==> src/rtl/core/mks_pkg.sv <==
// ----------------------------------------------------------------------------
// mks_pkg
// Shared types, constants and the key table for the 4x4 keypad scanner.
// ----------------------------------------------------------------------------
package mks_pkg;

    localparam int ROW_COUNT       = 4;
    localparam int COL_COUNT       = 4;
    localparam int COUNT_WIDTH_DEF = 16;
    localparam int CFG_DATA_WIDTH  = 16;
    localparam int CFG_INDEX_WIDTH = 1;
    localparam int ROW_IDX_WIDTH   = $clog2(ROW_COUNT);
    localparam int COL_IDX_WIDTH   = $clog2(COL_COUNT);
    localparam int CODE_WIDTH      = 7;

    localparam logic [CFG_DATA_WIDTH-1:0] DEBOUNCE_RESET = 16'd100;
    localparam logic [CFG_DATA_WIDTH-1:0] DWELL_RESET    = 16'd25;

    // register indexes on the config port
    localparam logic [CFG_INDEX_WIDTH-1:0] REG_DEBOUNCE = 1'b0;
    localparam logic [CFG_INDEX_WIDTH-1:0] REG_DWELL    = 1'b1;

    typedef struct packed {
        logic [COL_COUNT-1:0]     column_drive;
        logic                     key_valid;
        logic [ROW_IDX_WIDTH-1:0] key_row;
        logic [COL_IDX_WIDTH-1:0] key_column;
        logic [CODE_WIDTH-1:0]    key_code;
    } mks_result_t;

    // ASCII layout: "123A" / "456B" / "789C" / "*0#D"
    function automatic logic [CODE_WIDTH-1:0] key_lookup(
        input logic [ROW_IDX_WIDTH-1:0] row,
        input logic [COL_IDX_WIDTH-1:0] col
    );
        logic [CODE_WIDTH-1:0] code;
        case ({row, col})
            4'h0:    code = 7'h31; // '1'
            4'h1:    code = 7'h32; // '2'
            4'h2:    code = 7'h33; // '3'
            4'h3:    code = 7'h41; // 'A'
            4'h4:    code = 7'h34; // '4'
            4'h5:    code = 7'h35; // '5'
            4'h6:    code = 7'h36; // '6'
            4'h7:    code = 7'h42; // 'B'
            4'h8:    code = 7'h37; // '7'
            4'h9:    code = 7'h38; // '8'
            4'hA:    code = 7'h39; // '9'
            4'hB:    code = 7'h43; // 'C'
            4'hC:    code = 7'h2A; // '*'
            4'hD:    code = 7'h30; // '0'
            4'hE:    code = 7'h23; // '#'
            4'hF:    code = 7'h44; // 'D'
            default: code = '0;
        endcase
        return code;
    endfunction

endpackage

==> src/rtl/core/mks_row_lane.sv <==
// ----------------------------------------------------------------------------
// mks_row_lane
// One row: rising-edge detect and hold-off counter, flags an accepted press.
// ----------------------------------------------------------------------------
module mks_row_lane #(
    parameter int COUNT_WIDTH = mks_pkg::COUNT_WIDTH_DEF
) (
    input  logic                   aclk,
    input  logic                   aresetn,
    input  logic                   advance,
    input  logic                   row_level,
    input  logic [COUNT_WIDTH-1:0] debounce_ticks,
    output logic                   press
);
    import mks_pkg::*;

    logic                   prev_reg;
    logic                   prev_next;
    logic [COUNT_WIDTH-1:0] holdoff_reg;
    logic [COUNT_WIDTH-1:0] holdoff_next;
    logic                   rise;
    logic                   holdoff_zero;

    assign rise         = row_level & ~prev_reg;
    assign holdoff_zero = (holdoff_reg == '0);
    assign press        = rise & holdoff_zero;

    always_comb begin
        prev_next    = prev_reg;
        holdoff_next = holdoff_reg;
        if (advance) begin
            prev_next = row_level;
            if (rise) begin
                // any rising edge restarts the hold-off, accepted or not
                holdoff_next = debounce_ticks;
            end else if (!holdoff_zero) begin
                holdoff_next = holdoff_reg - COUNT_WIDTH'(1);
            end
        end
    end

    always_ff @(posedge aclk) begin
        if (!aresetn) begin
            prev_reg    <= 1'b0;
            holdoff_reg <= '0;
        end else begin
            prev_reg    <= prev_next;
            holdoff_reg <= holdoff_next;
        end
    end

endmodule

==> src/rtl/core/mks_merge.sv <==
// ----------------------------------------------------------------------------
// mks_merge
// Combines the lane press flags: highest row wins, looks up the key code.
// ----------------------------------------------------------------------------
module mks_merge (
    input  logic [mks_pkg::ROW_COUNT-1:0]     press,
    input  logic [mks_pkg::COL_IDX_WIDTH-1:0] column,
    output mks_pkg::mks_result_t              result
);
    import mks_pkg::*;

    logic [ROW_IDX_WIDTH-1:0] hit_row;
    logic                     any_press;

    always_comb begin
        hit_row = '0;
        for (int i = 0; i < ROW_COUNT; i++) begin
            if (press[i]) begin
                hit_row = ROW_IDX_WIDTH'(i);
            end
        end
    end

    assign any_press = |press;

    always_comb begin
        result.column_drive = COL_COUNT'(1) << column;
        result.key_valid    = any_press;
        result.key_row      = any_press ? hit_row : '0;
        result.key_column   = any_press ? column : '0;
        result.key_code     = any_press ? key_lookup(hit_row, column) : '0;
    end

endmodule

==> src/rtl/core/matrix_keypad_scanner.sv <==
// ----------------------------------------------------------------------------
// matrix_keypad_scanner
// Debounced 4x4 key matrix scanner, one tick item in, one result item out.
// ----------------------------------------------------------------------------
// Usage:
//   s_ channel: one item per scan tick carrying the four sampled row levels.
//   m_ channel: one result item per input item: the one-hot column drive for
//   that tick and, when a debounced press was seen, its row, column and
//   ASCII key code (all zero otherwise).
//   cfg_ port: cfg_we/cfg_index/cfg_wdata write the debounce time (index 0)
//   and the column dwell (index 1); write only while idle. A new dwell value
//   applies at the next column reload.
//   The result is registered. Throughput is one item per cycle while
//   m_ready stays high: four row lanes work in parallel and the column/dwell
//   counter updates in the same cycle, feeding a single output register.
//   Reset clears all hold-off counters and edge history, selects column 0
//   and loads the defaults (debounce 100, dwell 25).
//   When the receiver stalls, the held result stays on the m_ ports and
//   s_ready drops until it is taken; no item is lost.
// ----------------------------------------------------------------------------
module matrix_keypad_scanner #(
    parameter int COUNT_WIDTH = mks_pkg::COUNT_WIDTH_DEF
) (
    input  logic                                aclk,
    input  logic                                aresetn,
    input  logic                                cfg_we,
    input  logic [mks_pkg::CFG_INDEX_WIDTH-1:0] cfg_index,
    input  logic [mks_pkg::CFG_DATA_WIDTH-1:0]  cfg_wdata,
    input  logic                                s_valid,
    output logic                                s_ready,
    input  logic [mks_pkg::ROW_COUNT-1:0]       s_row_levels,
    output logic                                m_valid,
    input  logic                                m_ready,
    output logic [mks_pkg::COL_COUNT-1:0]       m_column_drive,
    output logic                                m_key_valid,
    output logic [mks_pkg::ROW_IDX_WIDTH-1:0]   m_key_row,
    output logic [mks_pkg::COL_IDX_WIDTH-1:0]   m_key_column,
    output logic [mks_pkg::CODE_WIDTH-1:0]      m_key_code
);
    import mks_pkg::*;

    logic [COUNT_WIDTH-1:0]   debounce_reg;
    logic [COUNT_WIDTH-1:0]   dwell_cfg_reg;
    logic [COUNT_WIDTH-1:0]   dwell_reg;
    logic [COUNT_WIDTH-1:0]   dwell_next;
    logic [COL_IDX_WIDTH-1:0] column_reg;
    logic [COL_IDX_WIDTH-1:0] column_next;
    logic                     m_valid_reg;
    logic                     m_valid_next;
    mks_result_t              result_reg;
    mks_result_t              result_comb;
    logic [ROW_COUNT-1:0]     press;
    logic                     advance;

    assign s_ready = ~m_valid_reg | m_ready;
    assign advance = s_valid & s_ready;

    // config registers
    always_ff @(posedge aclk) begin
        if (!aresetn) begin
            debounce_reg  <= COUNT_WIDTH'(DEBOUNCE_RESET);
            dwell_cfg_reg <= COUNT_WIDTH'(DWELL_RESET);
        end else if (cfg_we) begin
            case (cfg_index)
                REG_DEBOUNCE: debounce_reg  <= COUNT_WIDTH'(cfg_wdata);
                REG_DWELL:    dwell_cfg_reg <= COUNT_WIDTH'(cfg_wdata);
                default:      ;
            endcase
        end
    end

    generate
        for (genvar g = 0; g < ROW_COUNT; g++) begin : g_lane
            mks_row_lane #(
                .COUNT_WIDTH (COUNT_WIDTH)
            ) u_lane (
                .aclk           (aclk),
                .aresetn        (aresetn),
                .advance        (advance),
                .row_level      (s_row_levels[g]),
                .debounce_ticks (debounce_reg),
                .press          (press[g])
            );
        end
    endgenerate

    mks_merge u_merge (
        .press  (press),
        .column (column_reg),
        .result (result_comb)
    );

    // column scan; a dwell of 0 or 1 advances every tick
    always_comb begin
        column_next = column_reg;
        dwell_next  = dwell_reg;
        if (advance) begin
            if (dwell_reg <= COUNT_WIDTH'(1)) begin
                column_next = column_reg + COL_IDX_WIDTH'(1);
                dwell_next  = dwell_cfg_reg;
            end else begin
                dwell_next = dwell_reg - COUNT_WIDTH'(1);
            end
        end
    end

    always_comb begin
        m_valid_next = m_valid_reg;
        if (advance) begin
            m_valid_next = 1'b1;
        end else if (m_ready) begin
            m_valid_next = 1'b0;
        end
    end

    always_ff @(posedge aclk) begin
        if (!aresetn) begin
            column_reg  <= '0;
            dwell_reg   <= COUNT_WIDTH'(DWELL_RESET);
            m_valid_reg <= 1'b0;
        end else begin
            column_reg  <= column_next;
            dwell_reg   <= dwell_next;
            m_valid_reg <= m_valid_next;
        end
    end

    always_ff @(posedge aclk) begin
        if (advance) begin
            result_reg <= result_comb;
        end
    end

    assign m_valid        = m_valid_reg;
    assign m_column_drive = result_reg.column_drive;
    assign m_key_valid    = result_reg.key_valid;
    assign m_key_row      = result_reg.key_row;
    assign m_key_column   = result_reg.key_column;
    assign m_key_code     = result_reg.key_code;

endmodule

==> config.mk <==
export PLATFORM = sky130hd
export DESIGN_NAME = matrix_keypad_scanner
export DESIGN_NICKNAME = d
export VERILOG_FILES = /design/src/rtl/core/mks_pkg.sv /design/src/rtl/core/mks_row_lane.sv /design/src/rtl/core/mks_merge.sv /design/src/rtl/core/matrix_keypad_scanner.sv
export SDC_FILE = /design/constraint.sdc
export NUM_CORES = 1
export LEC_CHECK = 0
export BUFFER_PORTS_ARGS = -buffer_cell sky130_fd_sc_hd__buf_2
export CAP_MARGIN = 5
export CORE_ASPECT_RATIO = 1.25
export CORE_UTILIZATION = 28
export CTS_BUF_LIST = sky130_fd_sc_hd__clkbuf_4 sky130_fd_sc_hd__clkbuf_8
export DETAILED_ROUTE_END_ITERATION = 8
export GPL_ROUTABILITY_DRIVEN = 0
export SYNTH_ARGS = -nofsm -noshare
export SYNTH_HDL_FRONTEND = slang
export SYNTH_SLANG_ARGS = --single-unit
==> constraint.sdc <==
create_clock -name aclk -period 3 [get_ports aclk]
set_input_delay 0.3 -clock aclk [delete_from_list [all_inputs] [get_ports aclk]]
set_output_delay 0.3 -clock aclk [all_outputs]
set_load 0.1 [all_outputs]
==> metrics.txt <==
# TYPE chip_impl_metric gauge
chip_impl_metric{name="count_of_buffers_inserted_at_the_top_level_ports",unit=""} 43
chip_impl_metric{name="post_cts_buffers",unit=""} 0
chip_impl_metric{name="synthSimpleGateAreaFrac",unit="%"} 25.7
chip_impl_metric{name="synth_mux_area_share",unit="%"} 0.992
chip_impl_metric{name="powerDensity",unit="nW/um^2"} 721
chip_impl_metric{name="post_synthesis_instance_total",unit=""} 907
chip_impl_metric{name="ys_seq_area_share",unit="%"} 40.5
chip_impl_metric{name="worst-r2r-cell-count",unit=""} 6
chip_impl_metric{name="largest_register_ffs",unit=""} 64
chip_impl_metric{name="grt_antenna_before_repair",unit=""} 0
chip_impl_metric{name="drt_first_iter_violations",unit=""} 493
chip_impl_metric{name="synth_compound_gate_area_share",unit="%"} 25.6
chip_impl_metric{name="route.vias.total",unit=""} 6920
chip_impl_info{name="synth_commonest_cells",value="sky130_fd_sc_hd__nand2_1 (174), sky130_fd_sc_hd__dfxtp_1 (119), sky130_fd_sc_hd__a21oi_1 (102)"} 1
chip_impl_metric{name="drt-pass1-iter-count",unit=""} 5
chip_impl_metric{name="synth_area",unit="um^2"} 7070
chip_impl_info{name="worst_setup_path_start_kind",value="flop"} 1
chip_impl_metric{name="tot_gr_track_use",unit="%"} 16.5
chip_impl_metric{name="synth.ff_latch_count",unit=""} 135
chip_impl_metric{name="final_critical_path_setup_slack",unit="ns"} 0.420
chip_impl_info{name="slowest_stage",value="sky130_fd_sc_hd__or4_1"} 1
chip_impl_metric{name="finalClockSkew",unit="ns"} 0.0144
chip_impl_metric{name="floorplan.core_area",unit="um^2"} 24700
chip_impl_info{name="crit_path_cell_trace",value="or4_1 -> or4_4 -> o31ai_4 -> buf_4 -> o21ai_0 -> a21oi_1"} 1
chip_impl_metric{name="clock_latency",unit="ns"} 0.45
chip_impl_metric{name="io_pins",unit=""} 44
chip_impl_metric{name="worstMarginPinSlew",unit="ns"} 0.792
chip_impl_info{name="synth_most_common_cell",value="sky130_fd_sc_hd__nand2_1"} 1
chip_impl_metric{name="max-vdd-ir-drop",unit="V"} 0.000295
chip_impl_info{name="grt_setup_unrepaired",value="no"} 1
chip_impl_metric{name="worst_slew_margin",unit="%"} 47.2
chip_impl_metric{name="detailed_place_hpwl",unit="mm"} 13.9
chip_impl_metric{name="design.final.nets",unit=""} 980
chip_impl_metric{name="cts.sinks",unit=""} 135
chip_impl_metric{name="synthXorXnorAreaFrac",unit="%"} 0.124
chip_impl_metric{name="worst_ep_required_time",unit="ns"} 3.39
chip_impl_metric{name="post_synth.cell_area_avg",unit="um^2"} 7.79
chip_impl_metric{name="cp.buffers_inverters",unit=""} 1
chip_impl_info{name="cp-end-kind",value="flop"} 1
chip_impl_metric{name="number_of_global_route_vias_before_repair",unit=""} 6504
chip_impl_metric{name="synth_edf_count",unit=""} 16
chip_impl_metric{name="max-clock-path-buffers",unit=""} 2
chip_impl_metric{name="post_cts.resized_instances",unit=""} 0
chip_impl_metric{name="synthDominantCellAreaShare",unit="%"} 33.7
chip_impl_metric{name="synth_cell_types",unit=""} 64
chip_impl_info{name="worstReg2RegEnd",value="g_lane[2].u_lane.holdoff_reg[10]"} 1
chip_impl_metric{name="cts.clk_slew.worst_paths",unit="ns"} 0.08
chip_impl_metric{name="detail-route-antenna-nets",unit=""} 0
chip_impl_info{name="synth_top_family_by_area",value="simple AND/OR/NAND/NOR gates"} 1
chip_impl_metric{name="post_dp_cell_area",unit="um^2"} 7700
chip_impl_metric{name="layout-drive-gt1-share",unit="%"} 13.0
chip_impl_metric{name="setup_viol",unit=""} 0
chip_impl_info{name="synth_area_leaders",value="sky130_fd_sc_hd__dfxtp_1 (34%), sky130_fd_sc_hd__nand2_1 (9.2%), sky130_fd_sc_hd__a21oi_1 (7.2%)"} 1
chip_impl_metric{name="ys_warn_count",unit=""} 0
chip_impl_metric{name="layout.filler_cells",unit=""} 2660
chip_impl_metric{name="final_design_area_no_fill",unit="um^2"} 8130
chip_impl_metric{name="finalNonFillerCells",unit=""} 1282
chip_impl_metric{name="flow.area_growth_from_synthesis",unit="%"} 15.1
chip_impl_metric{name="grt_first_pass_wirelength",unit="mm"} 33.4
chip_impl_metric{name="die-height",unit="um"} 180
chip_impl_info{name="clock-root-buffer",value="sky130_fd_sc_hd__clkbuf_8"} 1
chip_impl_metric{name="finalSetupTns",unit="ns"} 0
chip_impl_metric{name="wire_per_inst",unit="um"} 15.9
chip_impl_metric{name="detail_route.drc_violations",unit=""} 0
chip_impl_info{name="rr_startpoint",value="g_lane[2].u_lane.holdoff_reg[6]"} 1
chip_impl_metric{name="ctsHoldBuffers",unit=""} 0
chip_impl_metric{name="final-max-slew-violation-count",unit=""} 0
chip_impl_metric{name="antenna_cells",unit=""} 0
chip_impl_metric{name="worstHoldPathCells",unit=""} 3
chip_impl_info{name="post-synth-top-area-cell",value="sky130_fd_sc_hd__dfxtp_1"} 1
chip_impl_info{name="dominantRegCellSynth",value="sky130_fd_sc_hd__dfxtp_1"} 1
chip_impl_metric{name="fp.dieArea",unit="um^2"} 25900
chip_impl_info{name="status",value="finished, final reports clean"} 1
chip_impl_info{name="path_delay_family",value="simple AND/OR/NAND/NOR gates"} 1
chip_impl_metric{name="dieWidth",unit="um"} 144
chip_impl_metric{name="maximum_number_of_pins_on_one_net_before_global_route_repair",unit=""} 64
chip_impl_info{name="holdCritStartpoint",value="cfg_wdata[6]"} 1
chip_impl_metric{name="timing.fmax",unit="MHz"} 388
chip_impl_metric{name="highest_net_fanout_along_the_worst_path",unit=""} 27
chip_impl_metric{name="dp.cells",unit=""} 1250
chip_impl_metric{name="critPathArrivalTime",unit="ns"} 2.97
chip_impl_metric{name="static-leakage-power",unit="nW"} 3.02
chip_impl_metric{name="viasPerCell",unit=""} 5.40
chip_impl_metric{name="routed_wl",unit="mm"} 20.4
chip_impl_metric{name="adder_cell_share_of_the_synthesized_area",unit="%"} 2.66
chip_impl_metric{name="place_worst_setup_slack",unit="ns"} 0.453
chip_impl_metric{name="timing.final.crit_share",unit="%"} 86.0
chip_impl_metric{name="row_count",unit=""} 64
chip_impl_metric{name="max_stage_delay",unit="ns"} 0.69
chip_impl_metric{name="cts_made_buffers",unit=""} 17
chip_impl_metric{name="globalRouteOverflowTotal",unit=""} 0
chip_impl_metric{name="start_util",unit="%"} 28.6
chip_impl_metric{name="final-hold-violation-count",unit=""} 0
chip_impl_metric{name="postSynthNetCount",unit=""} 948
chip_impl_metric{name="timing.final.crit_period",unit="ns"} 2.58
chip_impl_metric{name="htree_num_levels",unit=""} 4
chip_impl_info{name="min-delay-path-class",value="input port to flop"} 1
chip_impl_info{name="timing.hold.worst_endpoint",value="debounce_reg[6]"} 1
chip_impl_info{name="clock_tree_from_tritoncts",value="built"} 1
chip_impl_metric{name="regToRegSetupSlack",unit="ns"} 0.42
chip_impl_metric{name="ys_async_sr_fraction",unit="%"} 0
chip_impl_metric{name="max_cap_viol_count",unit=""} 0
chip_impl_info{name="worst-setup-path-type",value="flop to flop"} 1
-- per-layer routing --
metal | vias to the layer above | share of wire, % | GRT usage (%)
li1 | 3384 | - | -
met1 | 3320 | 45 | 20.8
met2 | 177 | 48 | 27.0
met3 | 39 | 4.6 | 2.69
met4 | 0 | 3.0 | 8.00
met5 | - | 0 | 0
-- power by group --
group / total (mW) / switching, mW / internal, mW
Combinational: 1.94 / 1.27 / 0.676
Sequential: 2.24 / 0.189 / 2.05
Clock: 1.69 / 0.776 / 0.910
-- cells in the final DEF (no fill, tap or decap), types with 5 or more instances in the layout --
cell type,synthesis,layout
sky130_fd_sc_hd__o21ai_0,59,58
sky130_fd_sc_hd__o211ai_1,13,13
sky130_fd_sc_hd__or2_2,5,5
sky130_fd_sc_hd__a32oi_1,6,6
sky130_fd_sc_hd__nand2b_1,14,13
sky130_fd_sc_hd__nand2_1,174,174
sky130_fd_sc_hd__o21a_1,11,11
sky130_fd_sc_hd__o31ai_1,12,12
sky130_fd_sc_hd__a21o_1,5,5
sky130_fd_sc_hd__or3_1,11,11
sky130_fd_sc_hd__a31oi_1,13,13
sky130_fd_sc_hd__and2_1,5,5
sky130_fd_sc_hd__dfxtp_1,119,118
sky130_fd_sc_hd__a32o_1,5,5
sky130_fd_sc_hd__mux2i_1,7,7
sky130_fd_sc_hd__edfxtp_1,16,16
sky130_fd_sc_hd__a21oi_1,102,102
sky130_fd_sc_hd__nor2b_1,8,5
sky130_fd_sc_hd__o41ai_1,7,7
sky130_fd_sc_hd__or4_1,6,6
sky130_fd_sc_hd__nor2_1,53,53
sky130_fd_sc_hd__buf_2,3,43
sky130_fd_sc_hd__ha_1,15,15
sky130_fd_sc_hd__nand3_1,30,30
sky130_fd_sc_hd__inv_1,17,17
sky130_fd_sc_hd__clkbuf_8,0,17
sky130_fd_sc_hd__o32ai_1,10,10
sky130_fd_sc_hd__nor3_1,41,41
sky130_fd_sc_hd__buf_4,0,25
sky130_fd_sc_hd__nor4_1,10,9
sky130_fd_sc_hd__nand4_1,11,11
-- layout make-up --
class	instances	area [um^2]	area share [%]
multi-input combinational	696	3910	48.0
timing repair buffer	70	443	5.45
tap	330	413	5.08
inverter	19	71.3	0.877
clock inverter	15	201	2.48
clock buffer	17	234	2.88
sequential	135	2860	35.2
-- how the worst max path moves through the flow --
| stage | startpoint | endpoint | depth (start not counted) |
|---|---|---|---|
| 5_1_grt | g_lane[2].u_lane.holdoff_reg[6] | g_lane[2].u_lane.holdoff_reg[9] | 6 |
| 4_1_cts | g_lane[2].u_lane.holdoff_reg[6] | g_lane[2].u_lane.holdoff_reg[9] | 6 |
| 3_3_place_gp | g_lane[2].u_lane.holdoff_reg[6] | g_lane[2].u_lane.holdoff_reg[10] | 6 |
| 2_1_floorplan | m_valid | dwell_reg[0] | 6 |
| 6_report | g_lane[2].u_lane.holdoff_reg[6] | g_lane[2].u_lane.holdoff_reg[10] | 6 |
| 3_5_place_dp | g_lane[2].u_lane.holdoff_reg[6] | g_lane[2].u_lane.holdoff_reg[10] | 6 |
-- cell families (layout without fill, tap and decap cells) --
| kind of cell | after synthesis | in the layout |
|---|---|---|
| flops | 135 | 135 |
| fa+ha+maj | 15 | 15 |
| xor+xnor | 1 | 1 |
| mux | 7 | 7 |
| buf+inv | 76 | 121 |
| compound gates | 285 | 285 |
| simple gates | 388 | 388 |
-- worst register-to-register path, delay by kind of cell (launching register included) --
| family | cells | cell delay, ns |
|---|---|---|
| buffers and inverters | 1 | 0.31 |
| flip-flops | 1 | 0.36 |
| AO/OA/AOI/OAI | 3 | 0.57 |
| AND/OR/NAND/NOR | 2 | 1.28 |
-- through the flow --
| step | util [%] | power (mW) | hold slack [ns] |
|---|---|---|---|
| global route | 33.0 | 6.22 | 0.0587 |
| global placement | 31.2 | 4.19 | 0.442 |
| finish | 33.0 | 5.87 | 0.0782 |
| detailed placement | 31.2 | 4.21 | 0.448 |
| CTS | 33.0 | 5.90 | 0.0529 |
| floorplan | - | 3.76 | 0.422 |
(Power assumes the default switching activity.)
